File: src/rtl/assert_macros.svh
// assertion macros shared by the interrupt controller rtl
`ifndef ASSERT_MACROS_SVH
`define ASSERT_MACROS_SVH

// property must hold on every clock edge outside reset
`define BMIC_ASSERT(label, prop, msg) \
    label: assert property (@(posedge aclk) disable iff (!aresetn) prop) \
        else $error(msg);

// expression must never be true outside reset
`define BMIC_ASSERT_NEVER(label, expr, msg) \
    label: assert property (@(posedge aclk) disable iff (!aresetn) !(expr)) \
        else $error(msg);

`endif

File: src/rtl/bmic_pkg.sv
// types, constants and register map of the banked interrupt controller
package bmic_pkg;

    localparam int BANK_COUNT   = 4;
    localparam int BANK_W       = (BANK_COUNT > 1) ? $clog2(BANK_COUNT) : 1;
    localparam int BANK_FIELD_W = 3;
    localparam int REG_FIELD_W  = 5;
    localparam int LINE_W       = 32;

    localparam logic [REG_FIELD_W-1:0] OFS_SOURCE   = 5'h00;
    localparam logic [REG_FIELD_W-1:0] OFS_MASK     = 5'h04;
    localparam logic [REG_FIELD_W-1:0] OFS_MASK_SET = 5'h08;
    localparam logic [REG_FIELD_W-1:0] OFS_MASK_CLR = 5'h0c;
    localparam logic [REG_FIELD_W-1:0] OFS_PENDING  = 5'h10;

    typedef enum logic [1:0] {
        OP_READ  = 2'd0,
        OP_WRITE = 2'd1,
        OP_LINE  = 2'd2
    } op_t;

    typedef enum logic [1:0] {
        ST_OK       = 2'd0,
        ST_BAD_BANK = 2'd1,
        ST_BAD_REG  = 2'd2
    } status_t;

    typedef struct packed {
        logic [LINE_W-1:0] mask;
        logic [LINE_W-1:0] source;
    } entry_t;

    localparam int ENTRY_W = $bits(entry_t);

    localparam entry_t RESET_ENTRY = '{mask: '1, source: '0};

    // write-back of one bank entry
    typedef struct packed {
        logic              we;
        logic [BANK_W-1:0] idx;
        entry_t            entry;
    } wr_t;

endpackage

File: src/rtl/bmic_ram.sv
// generic single-write, single-read ram with registered read data
module bmic_ram #(
    parameter int WIDTH = 64,
    parameter int DEPTH = 4,
    parameter int AW    = (DEPTH > 1) ? $clog2(DEPTH) : 1
) (
    input  logic             aclk,
    input  logic             we,
    input  logic [AW-1:0]    waddr,
    input  logic [WIDTH-1:0] wdata,
    input  logic             re,
    input  logic [AW-1:0]    raddr,
    output logic [WIDTH-1:0] rdata
);

    logic [WIDTH-1:0] mem [DEPTH];
    logic [WIDTH-1:0] rdata_reg;

    always_ff @(posedge aclk) begin
        if (we) begin
            mem[waddr] <= wdata;
        end
        if (re) begin
            rdata_reg <= mem[raddr];
        end
    end

    assign rdata = rdata_reg;

endmodule

File: src/rtl/bmic_pend.sv
// per-bank pending flags and the combined interrupt output
module bmic_pend (
    input  logic          aclk,
    input  logic          aresetn,
    input  bmic_pkg::wr_t wr,
    output logic          irq_next
);
    import bmic_pkg::*;

    `include "assert_macros.svh"

    logic [BANK_COUNT-1:0] flags_reg;
    logic [BANK_COUNT-1:0] flags_next;

    always_comb begin
        flags_next = flags_reg;
        if (wr.we) begin
            flags_next[wr.idx] = |(wr.entry.source & ~wr.entry.mask);
        end
    end

    assign irq_next = |flags_next;

    always_ff @(posedge aclk) begin
        if (!aresetn) begin
            flags_reg <= '0;
        end else begin
            flags_reg <= flags_next;
        end
    end

    `BMIC_ASSERT(a_flag_tracks_write,
        wr.we |=> flags_reg[$past(wr.idx)] == $past(|(wr.entry.source & ~wr.entry.mask)),
        "pending flag does not match written entry")
    `BMIC_ASSERT(a_flags_hold,
        !wr.we |=> flags_reg == $past(flags_reg),
        "pending flags changed without a write")

endmodule

File: src/rtl/banked_masked_interrupt_controller.sv
// top level of the banked masked level-sensitive interrupt controller
//
// One transfer is taken per clock cycle while the result side does not stall, and each one
// gives exactly one result transfer through the s1 stage and output registers. Bank state
// (source and mask, 64 bits per bank) lives in one ram of BANK_COUNT entries: the entry is
// read at acceptance, modified in the s1 stage, written back as it leaves when updated, and
// the last write-back is forwarded to the next transfer when both address the same bank. A
// valid bit per entry makes a bank that was never written read as source all zeros, mask all
// ones, so there is no clearing pass after reset. irq_out comes from one pending flag per
// bank, kept next to the ram and updated on each write-back.
module banked_masked_interrupt_controller (
    input  logic        aclk,
    input  logic        aresetn,
    input  logic        s_tvalid,
    output logic        s_tready,
    // address[7:0], write_data[39:8], line_number[47:40], line_level[48], zeros above
    input  logic [55:0] s_tdata,
    // operation[1:0]
    input  logic [1:0]  s_tuser,
    output logic        m_tvalid,
    input  logic        m_tready,
    // read_data[31:0], irq_out[32], status[34:33], zeros above
    output logic [39:0] m_tdata
);
    import bmic_pkg::*;

    `include "assert_macros.svh"

    logic [1:0]              in_op;
    logic [7:0]              in_addr;
    logic [LINE_W-1:0]       in_wdata;
    logic [7:0]              in_line;
    logic                    in_level;
    logic [BANK_FIELD_W-1:0] in_bank;
    logic                    s_fire;

    logic                    s1_valid_reg;
    logic [1:0]              s1_op_reg;
    logic [BANK_FIELD_W-1:0] s1_bank_reg;
    logic [REG_FIELD_W-1:0]  s1_ofs_reg;
    logic [LINE_W-1:0]       s1_wdata_reg;
    logic [4:0]              s1_bit_reg;
    logic                    s1_level_reg;
    logic                    s1_fire;

    logic                    wb_valid_reg;
    logic [BANK_W-1:0]       wb_idx_reg;
    entry_t                  wb_entry_reg;

    logic [BANK_COUNT-1:0]   valid_reg;

    logic [ENTRY_W-1:0]      ram_q;
    logic [BANK_W-1:0]       s1_idx;
    logic                    bank_ok;
    entry_t                  cur;
    entry_t                  nxt;
    logic                    upd;
    logic [LINE_W-1:0]       rdata;
    status_t                 status;
    logic [LINE_W-1:0]       bit_sel;
    wr_t                     wr;
    logic                    irq_next;

    logic                    m_valid_reg;
    logic [LINE_W-1:0]       m_rdata_reg;
    logic                    m_irq_reg;
    status_t                 m_status_reg;

    assign in_op    = s_tuser;
    assign in_addr  = s_tdata[7:0];
    assign in_wdata = s_tdata[39:8];
    assign in_line  = s_tdata[47:40];
    assign in_level = s_tdata[48];
    assign in_bank  = (in_op == OP_LINE) ? in_line[7:5] : in_addr[7:5];

    assign s1_fire  = s1_valid_reg && (!m_valid_reg || m_tready);
    assign s_tready = !s1_valid_reg || s1_fire;
    assign s_fire   = s_tvalid && s_tready;

    bmic_ram #(
        .WIDTH (ENTRY_W),
        .DEPTH (BANK_COUNT)
    ) u_ram (
        .aclk  (aclk),
        .we    (wr.we),
        .waddr (wr.idx),
        .wdata (wr.entry),
        .re    (s_fire),
        .raddr (in_bank[BANK_W-1:0]),
        .rdata (ram_q)
    );

    assign s1_idx  = s1_bank_reg[BANK_W-1:0];
    assign bank_ok = {1'b0, s1_bank_reg} < (BANK_FIELD_W + 1)'(BANK_COUNT);
    assign bit_sel = LINE_W'(1) << s1_bit_reg;

    always_comb begin
        cur = valid_reg[s1_idx] ? entry_t'(ram_q) : RESET_ENTRY;
        if (wb_valid_reg && wb_idx_reg == s1_idx) begin
            cur = wb_entry_reg;
        end
        nxt    = cur;
        upd    = 1'b0;
        rdata  = '0;
        status = ST_OK;
        case (s1_op_reg)
            OP_READ: begin
                if (!bank_ok) begin
                    status = ST_BAD_BANK;
                end else begin
                    case (s1_ofs_reg)
                        OFS_SOURCE:   rdata = cur.source;
                        OFS_MASK:     rdata = cur.mask;
                        OFS_MASK_SET: rdata = '0;
                        OFS_MASK_CLR: rdata = '0;
                        OFS_PENDING:  rdata = cur.source & ~cur.mask;
                        default:      status = ST_BAD_REG;
                    endcase
                end
            end
            OP_WRITE: begin
                if (!bank_ok) begin
                    status = ST_BAD_BANK;
                end else begin
                    case (s1_ofs_reg)
                        OFS_SOURCE:   upd = 1'b0;
                        OFS_PENDING:  upd = 1'b0;
                        OFS_MASK: begin
                            nxt.mask = s1_wdata_reg;
                            upd      = 1'b1;
                        end
                        OFS_MASK_SET: begin
                            nxt.mask = cur.mask | s1_wdata_reg;
                            upd      = 1'b1;
                        end
                        OFS_MASK_CLR: begin
                            nxt.mask = cur.mask & ~s1_wdata_reg;
                            upd      = 1'b1;
                        end
                        default:      status = ST_BAD_REG;
                    endcase
                end
            end
            OP_LINE: begin
                if (!bank_ok) begin
                    status = ST_BAD_BANK;
                end else begin
                    nxt.source = s1_level_reg ? (cur.source | bit_sel)
                                              : (cur.source & ~bit_sel);
                    upd        = 1'b1;
                end
            end
            default: begin
                status = ST_OK;
            end
        endcase
    end

    assign wr.we    = s1_fire && upd;
    assign wr.idx   = s1_idx;
    assign wr.entry = nxt;

    bmic_pend u_pend (
        .aclk     (aclk),
        .aresetn  (aresetn),
        .wr       (wr),
        .irq_next (irq_next)
    );

    always_ff @(posedge aclk) begin
        if (!aresetn) begin
            s1_valid_reg <= 1'b0;
            wb_valid_reg <= 1'b0;
            valid_reg    <= '0;
            m_valid_reg  <= 1'b0;
        end else begin
            if (s_fire) begin
                s1_valid_reg <= 1'b1;
            end else if (s1_fire) begin
                s1_valid_reg <= 1'b0;
            end
            if (s1_fire) begin
                wb_valid_reg <= upd;
                m_valid_reg  <= 1'b1;
            end else if (m_tready) begin
                m_valid_reg  <= 1'b0;
            end
            if (wr.we) begin
                valid_reg[wr.idx] <= 1'b1;
            end
        end
    end

    // stage payload
    always_ff @(posedge aclk) begin
        if (s_fire) begin
            s1_op_reg    <= in_op;
            s1_bank_reg  <= in_bank;
            s1_ofs_reg   <= in_addr[REG_FIELD_W-1:0];
            s1_wdata_reg <= in_wdata;
            s1_bit_reg   <= in_line[4:0];
            s1_level_reg <= in_level;
        end
        if (s1_fire) begin
            wb_idx_reg   <= s1_idx;
            wb_entry_reg <= nxt;
            m_rdata_reg  <= rdata;
            m_irq_reg    <= irq_next;
            m_status_reg <= status;
        end
    end

    assign m_tvalid = m_valid_reg;
    assign m_tdata  = {5'b0, m_status_reg, m_irq_reg, m_rdata_reg};

    `BMIC_ASSERT_NEVER(a_no_write_on_error,
        s1_valid_reg && status != ST_OK && upd,
        "state update on an errored transfer")
    `BMIC_ASSERT(a_error_reads_zero,
        m_valid_reg && m_status_reg != ST_OK |-> m_rdata_reg == '0,
        "non-zero read data with error status")
    `BMIC_ASSERT(a_writeback_forwarded,
        wr.we |=> wb_valid_reg && wb_idx_reg == $past(wr.idx),
        "write-back not held for forwarding")
    `BMIC_ASSERT(a_written_entry_valid,
        wr.we |=> valid_reg[$past(wr.idx)],
        "written bank left without valid bit")

endmodule

File: config.mk
export PLATFORM = sky130hd
export DESIGN_NAME = banked_masked_interrupt_controller
export DESIGN_NICKNAME = d
export VERILOG_FILES = /design/src/rtl/bmic_pkg.sv /design/src/rtl/bmic_ram.sv /design/src/rtl/bmic_pend.sv /design/src/rtl/banked_masked_interrupt_controller.sv
export VERILOG_INCLUDE_DIRS = /design/src /design/src/rtl
export SDC_FILE = /design/constraint.sdc
export NUM_CORES = 1
export LEC_CHECK = 0
export BUFFER_PORTS_ARGS = -buffer_cell sky130_fd_sc_hd__buf_2
export CORE_MARGIN = 1
export CORE_UTILIZATION = 55
export DETAILED_ROUTE_END_ITERATION = 12
export HOLD_SLACK_MARGIN = 0.03
export PLACE_DENSITY = 0.71
export RECOVER_POWER = 50
export REMOVE_ABC_BUFFERS = 1
export SLEW_MARGIN = 20
export SYNTH_ARGS = -nofsm -noshare
export SYNTH_HDL_FRONTEND = slang
export SYNTH_SLANG_ARGS = --single-unit
File: constraint.sdc
create_clock -name aclk -period 15.15 [get_ports aclk]
set_input_delay 3.03 -clock aclk [delete_from_list [all_inputs] [get_ports aclk]]
set_output_delay 3.03 -clock aclk [all_outputs]
set_load 0.01 [all_outputs]
# == After elaboration in Yosys (flattened, before gate mapping) ==
# Memory sizes are Yosys's and may differ from the RTL's. A register that Yosys moved wholly into a read port is not among the register bits.
# Cells that the tools add are included.
# classes
n_mux,30
bitwise_logic,11
magnitude_cmp,3
n_shift,1
n_eq_ne,8
reduce_logical,19
# ops
cell,count
32-bit case mux with 3 select lines,2
32-bit 2-to-1 mux,5
32-bit bitwise AND,4
64-bit 2-to-1 mux,2
32-bit NOT,4
32-bit bitwise OR,2
32-bit OR reduction,1
1-bit by 5-bit left shift with 32-bit output (first input constant),1
1-bit 2-to-1 mux,12
5-bit by 4-bit == test with 1-bit output (second input constant),2
5-bit by 3-bit == test with 1-bit output (second input constant),1
5-bit == test (second input constant),1
1-bit logical AND,5
5-bit logical NOT,1
5-bit OR reduction,1
4-bit bitwise mux,1
2-bit == test (second input constant),2
2-bit 2-to-1 mux,2
4-bit 2-to-1 mux,1
4-bit bitwise OR,1
2-bit case mux with 2 select lines,1
2-bit nonzero test,2
4-bit OR reduction,1
2-bit by 3-bit < comparator with 1-bit output (second input constant),1
14 further kinds,16
# word_totals
mem_bits_rw,256
mem_count,1
in_bits,62
output_inout_bits,42
regBits,160
# mem_list
memory,words,word_bits,rd,rd_ports_with_merged_regs,write_ports,line_no,rtl
u_ram.mem,4,64,1,1,1,bmic_ram.sv:16,logic [WIDTH-1:0] mem [DEPTH];

# == Depth between registers and ports, before layout ==
# logic_depth
depth_word,14
depth_mapped,12

# == Cells and area by module ==
# From an unflattened synthesis, not the netlist that was laid out.
# unflattened
cells_unflattened,1152
area_unflattened_um2,19877.8
# by_module_without_submodules
mod,n_inst,cells_each,area_each_um2
bmic_ram,1,402,11263.3
banked_masked_interrupt_controller,1,686,8105.3
bmic_pend,1,64,509.2

# == Worst setup path after synthesis ==
# OpenSTA, ideal clock, no wires.
# synth_timing
path_type,input-to-reg
startpoint,input m_tready
endpoint,"register m_irq_reg, data pin"
slack_ns,5.270
required_time_ns,14.880
path_buffers,0
stages,7
arrival_ns,9.610
setup_ns,0.270
path_cell_list,nor2b_1 nand2b_1 nor4b_1 nor3b_1 o22ai_1 a221oi_1 o21ai_1
# synth_between
elab_chain_len,5
# synth_lines
item,line_no,rtl
from (decl),banked_masked_interrupt_controller.sv:21,"input logic m_tready,"
1-bit logical OR,banked_masked_interrupt_controller.sv:76,assign s1_fire = s1_valid_reg && (!m_valid_reg || m_tready);
1-bit logical AND,banked_masked_interrupt_controller.sv:76,
1-bit logical AND,banked_masked_interrupt_controller.sv:159,assign wr.we = s1_fire && upd;
4-bit 2-to-1 mux,bmic_pend.sv:17,if (wr.we) begin
4-bit OR reduction,bmic_pend.sv:22,assign irq_next = |flags_next;
via irq_next,banked_masked_interrupt_controller.sv:62,logic irq_next;
to (signal assigned),banked_masked_interrupt_controller.sv:208,m_irq_reg <= irq_next;
to (decl),banked_masked_interrupt_controller.sv:66,logic m_irq_reg;
# The timed path passes the listed nets, and every way through them passes these cells.
# A chain may end at the register's enable or synchronous reset.

# == Final worst setup path ==
# layout_timing
startpoint,input m_tready
endpoint,register s1_wdata_reg[10] (enable)
# layout_between
elab_chain_len,4
# layout_lines
item,line_no,rtl
1-bit logical OR,banked_masked_interrupt_controller.sv:76,
1-bit logical AND,banked_masked_interrupt_controller.sv:76,
1-bit logical OR,banked_masked_interrupt_controller.sv:77,assign s_tready = !s1_valid_reg || s1_fire;
1-bit logical AND,banked_masked_interrupt_controller.sv:78,assign s_fire = s_tvalid && s_tready;
via s_fire,banked_masked_interrupt_controller.sv:35,logic s_fire;
to (signal assigned),banked_masked_interrupt_controller.sv:200,s1_wdata_reg <= in_wdata;
to (decl),banked_masked_interrupt_controller.sv:41,logic [LINE_W-1:0] s1_wdata_reg;
# The timed path passes the listed nets, and every way through them passes these cells.

==> impl_metrics.py <==
metrics = {
    "drt": {
        "drt-wirelength-per-cell_um": 24.61,
        "viasPerCell": 6.604,
        "postRouteAntennaNets": 0,
        "first_iter_violations": 1666,
        "wl_um": 54300,
        "drc": 0,
        "drt-pass1-iter-count": 7,
        "dr_total_vias": 14570,
    },
    "grt": {
        "met3_usage_pct": 5.982,
        "grt_use_total_pct": 28.26,
        "grt_pass1_wl_um": 81450,
        "grt.met2_usage_pct": 46.47,
        "use_met1_pct": 36.76,
        "antenna_found_initial": 0,
        "grt_pass1_vias": 13990,
        "grt_start_max_net_pins": 97,
        "grt_remaining_overflow": 0,
        "busiest_layer": "met2",
    },
    "synth": {
        "yosys-top-cells-area": "edfxtp_1 (68%), nand2_1 (5.9%), a31oi_1 (2.9%)",
        "yosysSeqAreaShare_pct": 69.02,
        "syn-cell-area_mm2": 0.02072,
        "synth_top_cell_area_share_pct": 67.95,
        "synth_most_common_cell": "edfxtp_1",
        "yosys.area.top_type": "edfxtp_1",
        "synth_common_cells": "edfxtp_1 (469), nand2_1 (323), clkbuf_1 (116)",
        "synth_edf_count": 469,
        "synth-async-reset-ratio_pct": 0,
        "yosysWarnings": 0,
        "synth_cells": 1641,
        "ys_ff_latch": 480,
        "ys_types": 55,
        "synthFlopType": "edfxtp_1",
        "syn_area_per_cell_um2": 12.63,
    },
    "cts": {
        "cts_resized": 0,
        "cts_tree": "done",
        "clk_pin_slew_worst_paths_ns": 0.06,
        "numCtsBuffers": 49,
        "clock_latency_ns": 0.58,
        "clk_path_buf_depth": 3,
        "cts_hold_buffers": 0,
        "cts-root-buf": "clkbuf_16",
        "post-cts-setup-buffer-count": 0,
        "cts.sinks": 480,
        "h-tree-depth": 2,
    },
    "layout": {
        "drive_gt1_share_pct": 12.75,
        "n_antenna_cell": 0,
        "areaGrowthSynthToFinish_pct": 11.57,
        "stdcell_count": 2206,
        "multi_input_area_mm2": 0.005634,
        "regArea_mm2": 0.01430,
        "largest_register_ffs": 256,
        "layout.nets": 1731,
        "nFillCells": 2735,
    },
    "worst_hold_path": {
        "hp-start": "valid_reg[1]",
        "min_to": "valid_reg[1]",
        "hold_class": "reg2reg",
        "hold_depth": 1,
    },
    "sta": {
        "fin_crit_ns": 7.605,
        "slew-limit-headroom_pct": -192.0,
        "fin_skew_ns": 0.01382,
        "hold_violations": 0,
        "fin_crit_sh_pct": 50.20,
        "tightest_slew_ns": 4.380,
        "layout_setup_ws_ns": 7.545,
        "max_freq_ghz": 0.1315,
        "fin_setup_tns_ns": 0,
        "setup_violations": 0,
        "rsz0062_at_grt": "no",
        "slew_viol_final": 279,
    },
    "critical_path": {
        "critPathSlowestCell": "and2_0",
        "worstSetupPathType": "in2reg",
        "cp_top_family": "buffers and inverters",
        "reg2reg_setup_slack_ns": 8.29,
        "crit_start": "m_tready",
        "cp_slowest_stage_delay_ns": 1.87,
        "end_kind": "register",
        "cp-start-kind": "primary input",
        "critPathMaxFanout": 44,
        "ff2ff_path_depth": 9,
        "path_depth": 6,
        "required_ns": 15.36,
        "r2r_start": "wb_valid_reg",
        "r2r_end": "m_irq_reg",
        "cp.arrival_ns": 7.82,
        "cp_cell_sequence": "buf_2 -> nor2b_1 -> nand2_1 -> and2_0 -> clkbuf_1 -> buf_4",
        "worst-path-buf-inv": 3,
    },
    "floorplan": {
        "core_mm2": 0.03687,
        "io-pin-count": 104,
        "start_util_pct": 56.21,
        "dieWidth_um": 196.1,
        "die_area_mm2": 0.03846,
        "die_height_um": 196.1,
        "num_rows": 70,
    },
    "pwr": {
        "clkPwrFrac_pct": 42.0,
        "p_per_area_mw_per_mm2": 124.7,
        "p_seq_share_pct": 52.1,
        "p_leak_nw": 7.599,
        "switchingPower_w": 0.0006417,
        "p_sw_share_pct": 22.26,
        "p_int_w": 0.002241,
        "vdd_drop_max_uv": 103.5,
        "pwr-share-comb_pct": 5.9,
    },
    "placed_design": {
        "place_inst": 2117,
        "port_buffers": 91,
        "pre_cts_ws_ns": 8.511,
        "dpl.hpwl_um": 29180,
        "gp_congestion": 0.8364,
    },
    "run_status": {
        "status": "finished with violations",
        "violations": "capacitance limit, slew limit",
    },
    "flow_run": {
        "maxCapViolCount": 6,
    },
}
[metal layers]
metal | share of wire, % | routed length (um) | vias to the layer above
met2 | 48 | 26260 | 901
met3 | 11 | 5730 | 146
met5 | 0 | 0 | -
li1 | - | - | 6355
met4 | 3.1 | 1664 | 0
met1 | 38 | 20640 | 7167
[placed cells by master, fill, tap and decap left out, types with 35 or more instances in the layout]
| cell | n |
|---|---|
| nand4_1 | 35 |
| nand2_1 | 323 |
| nor2_1 | 35 |
| a31oi_1 | 97 |
| o311ai_0 | 64 |
| inv_1 | 73 |
| buf_2 | 87 |
| a32oi_1 | 64 |
| clkbuf_16 | 51 |
| edfxtp_1 | 469 |
| and3_1 | 65 |
[stage by stage]
step	util [%]	hold slack (ns)	cell area (um^2)	total power (W)
after floorplan	-	0.4354	20100	0.001625
after global placement	58.42	0.4421	21540	0.001688
after detailed placement	58.42	0.4497	21540	0.001695
after CTS	62.75	0.4704	23140	0.002889
after global routing	62.71	0.4960	23120	0.002956
final	62.71	0.4700	23120	0.002883
[worst register-to-register path: cells and delay by family, from the launching register on]
kind,cells,cell delay [ns]
buffers and inverters,3,4.13
flip-flops,1,0.30
AND/OR/NAND/NOR,2,0.39
AO/OA/AOI/OAI,4,1.89
[logic make-up after synthesis]
group	count (synthesis)	share of synthesized area, %
xor+xnor	5	0.2476
other cells	1	0.01809
fa+ha+maj	4	0.2415
compound gates	296	11.04
simple gates	622	14.71
flops	480	69.02
mux	4	0.2596
buf+inv	229	4.461
[area by class of cell]
cell class | count | share of cell area (%)
clock inverters | 29 | 1.266
flip-flops and latches | 480 | 61.86
inverters | 77 | 1.272
clock buffers | 59 | 5.649
repair buffers | 121 | 2.857
well taps | 504 | 2.727
multi-input cells | 936 | 24.37
[power by group through the flow]
| stage | Sequential [W] | Clock [W] | Combinational (W) |
|---|---|---|---|
| after floorplan | 0.00153 | 0 | 0.0000968 |
| after global placement | 0.00153 | 0 | 0.000162 |
| after detailed placement | 0.00153 | 0 | 0.000168 |
| after CTS | 0.00150 | 0.00122 | 0.000168 |
| after global routing | 0.00150 | 0.00127 | 0.000183 |
| final | 0.00150 | 0.00121 | 0.000171 |
[worst max-delay path by stage]
stage	end	slack, ns
4_1_cts	s_tready	8.50
2_1_floorplan	u_ram.rdata[0]	2.06
5_1_grt	s1_wdata_reg[4]	7.13
3_3_place_gp	s_tready	8.51
6_report	s1_wdata_reg[10]	7.54
3_5_place_dp	s_tready	8.51
Note: power is estimated with default switching activity, not from simulation.
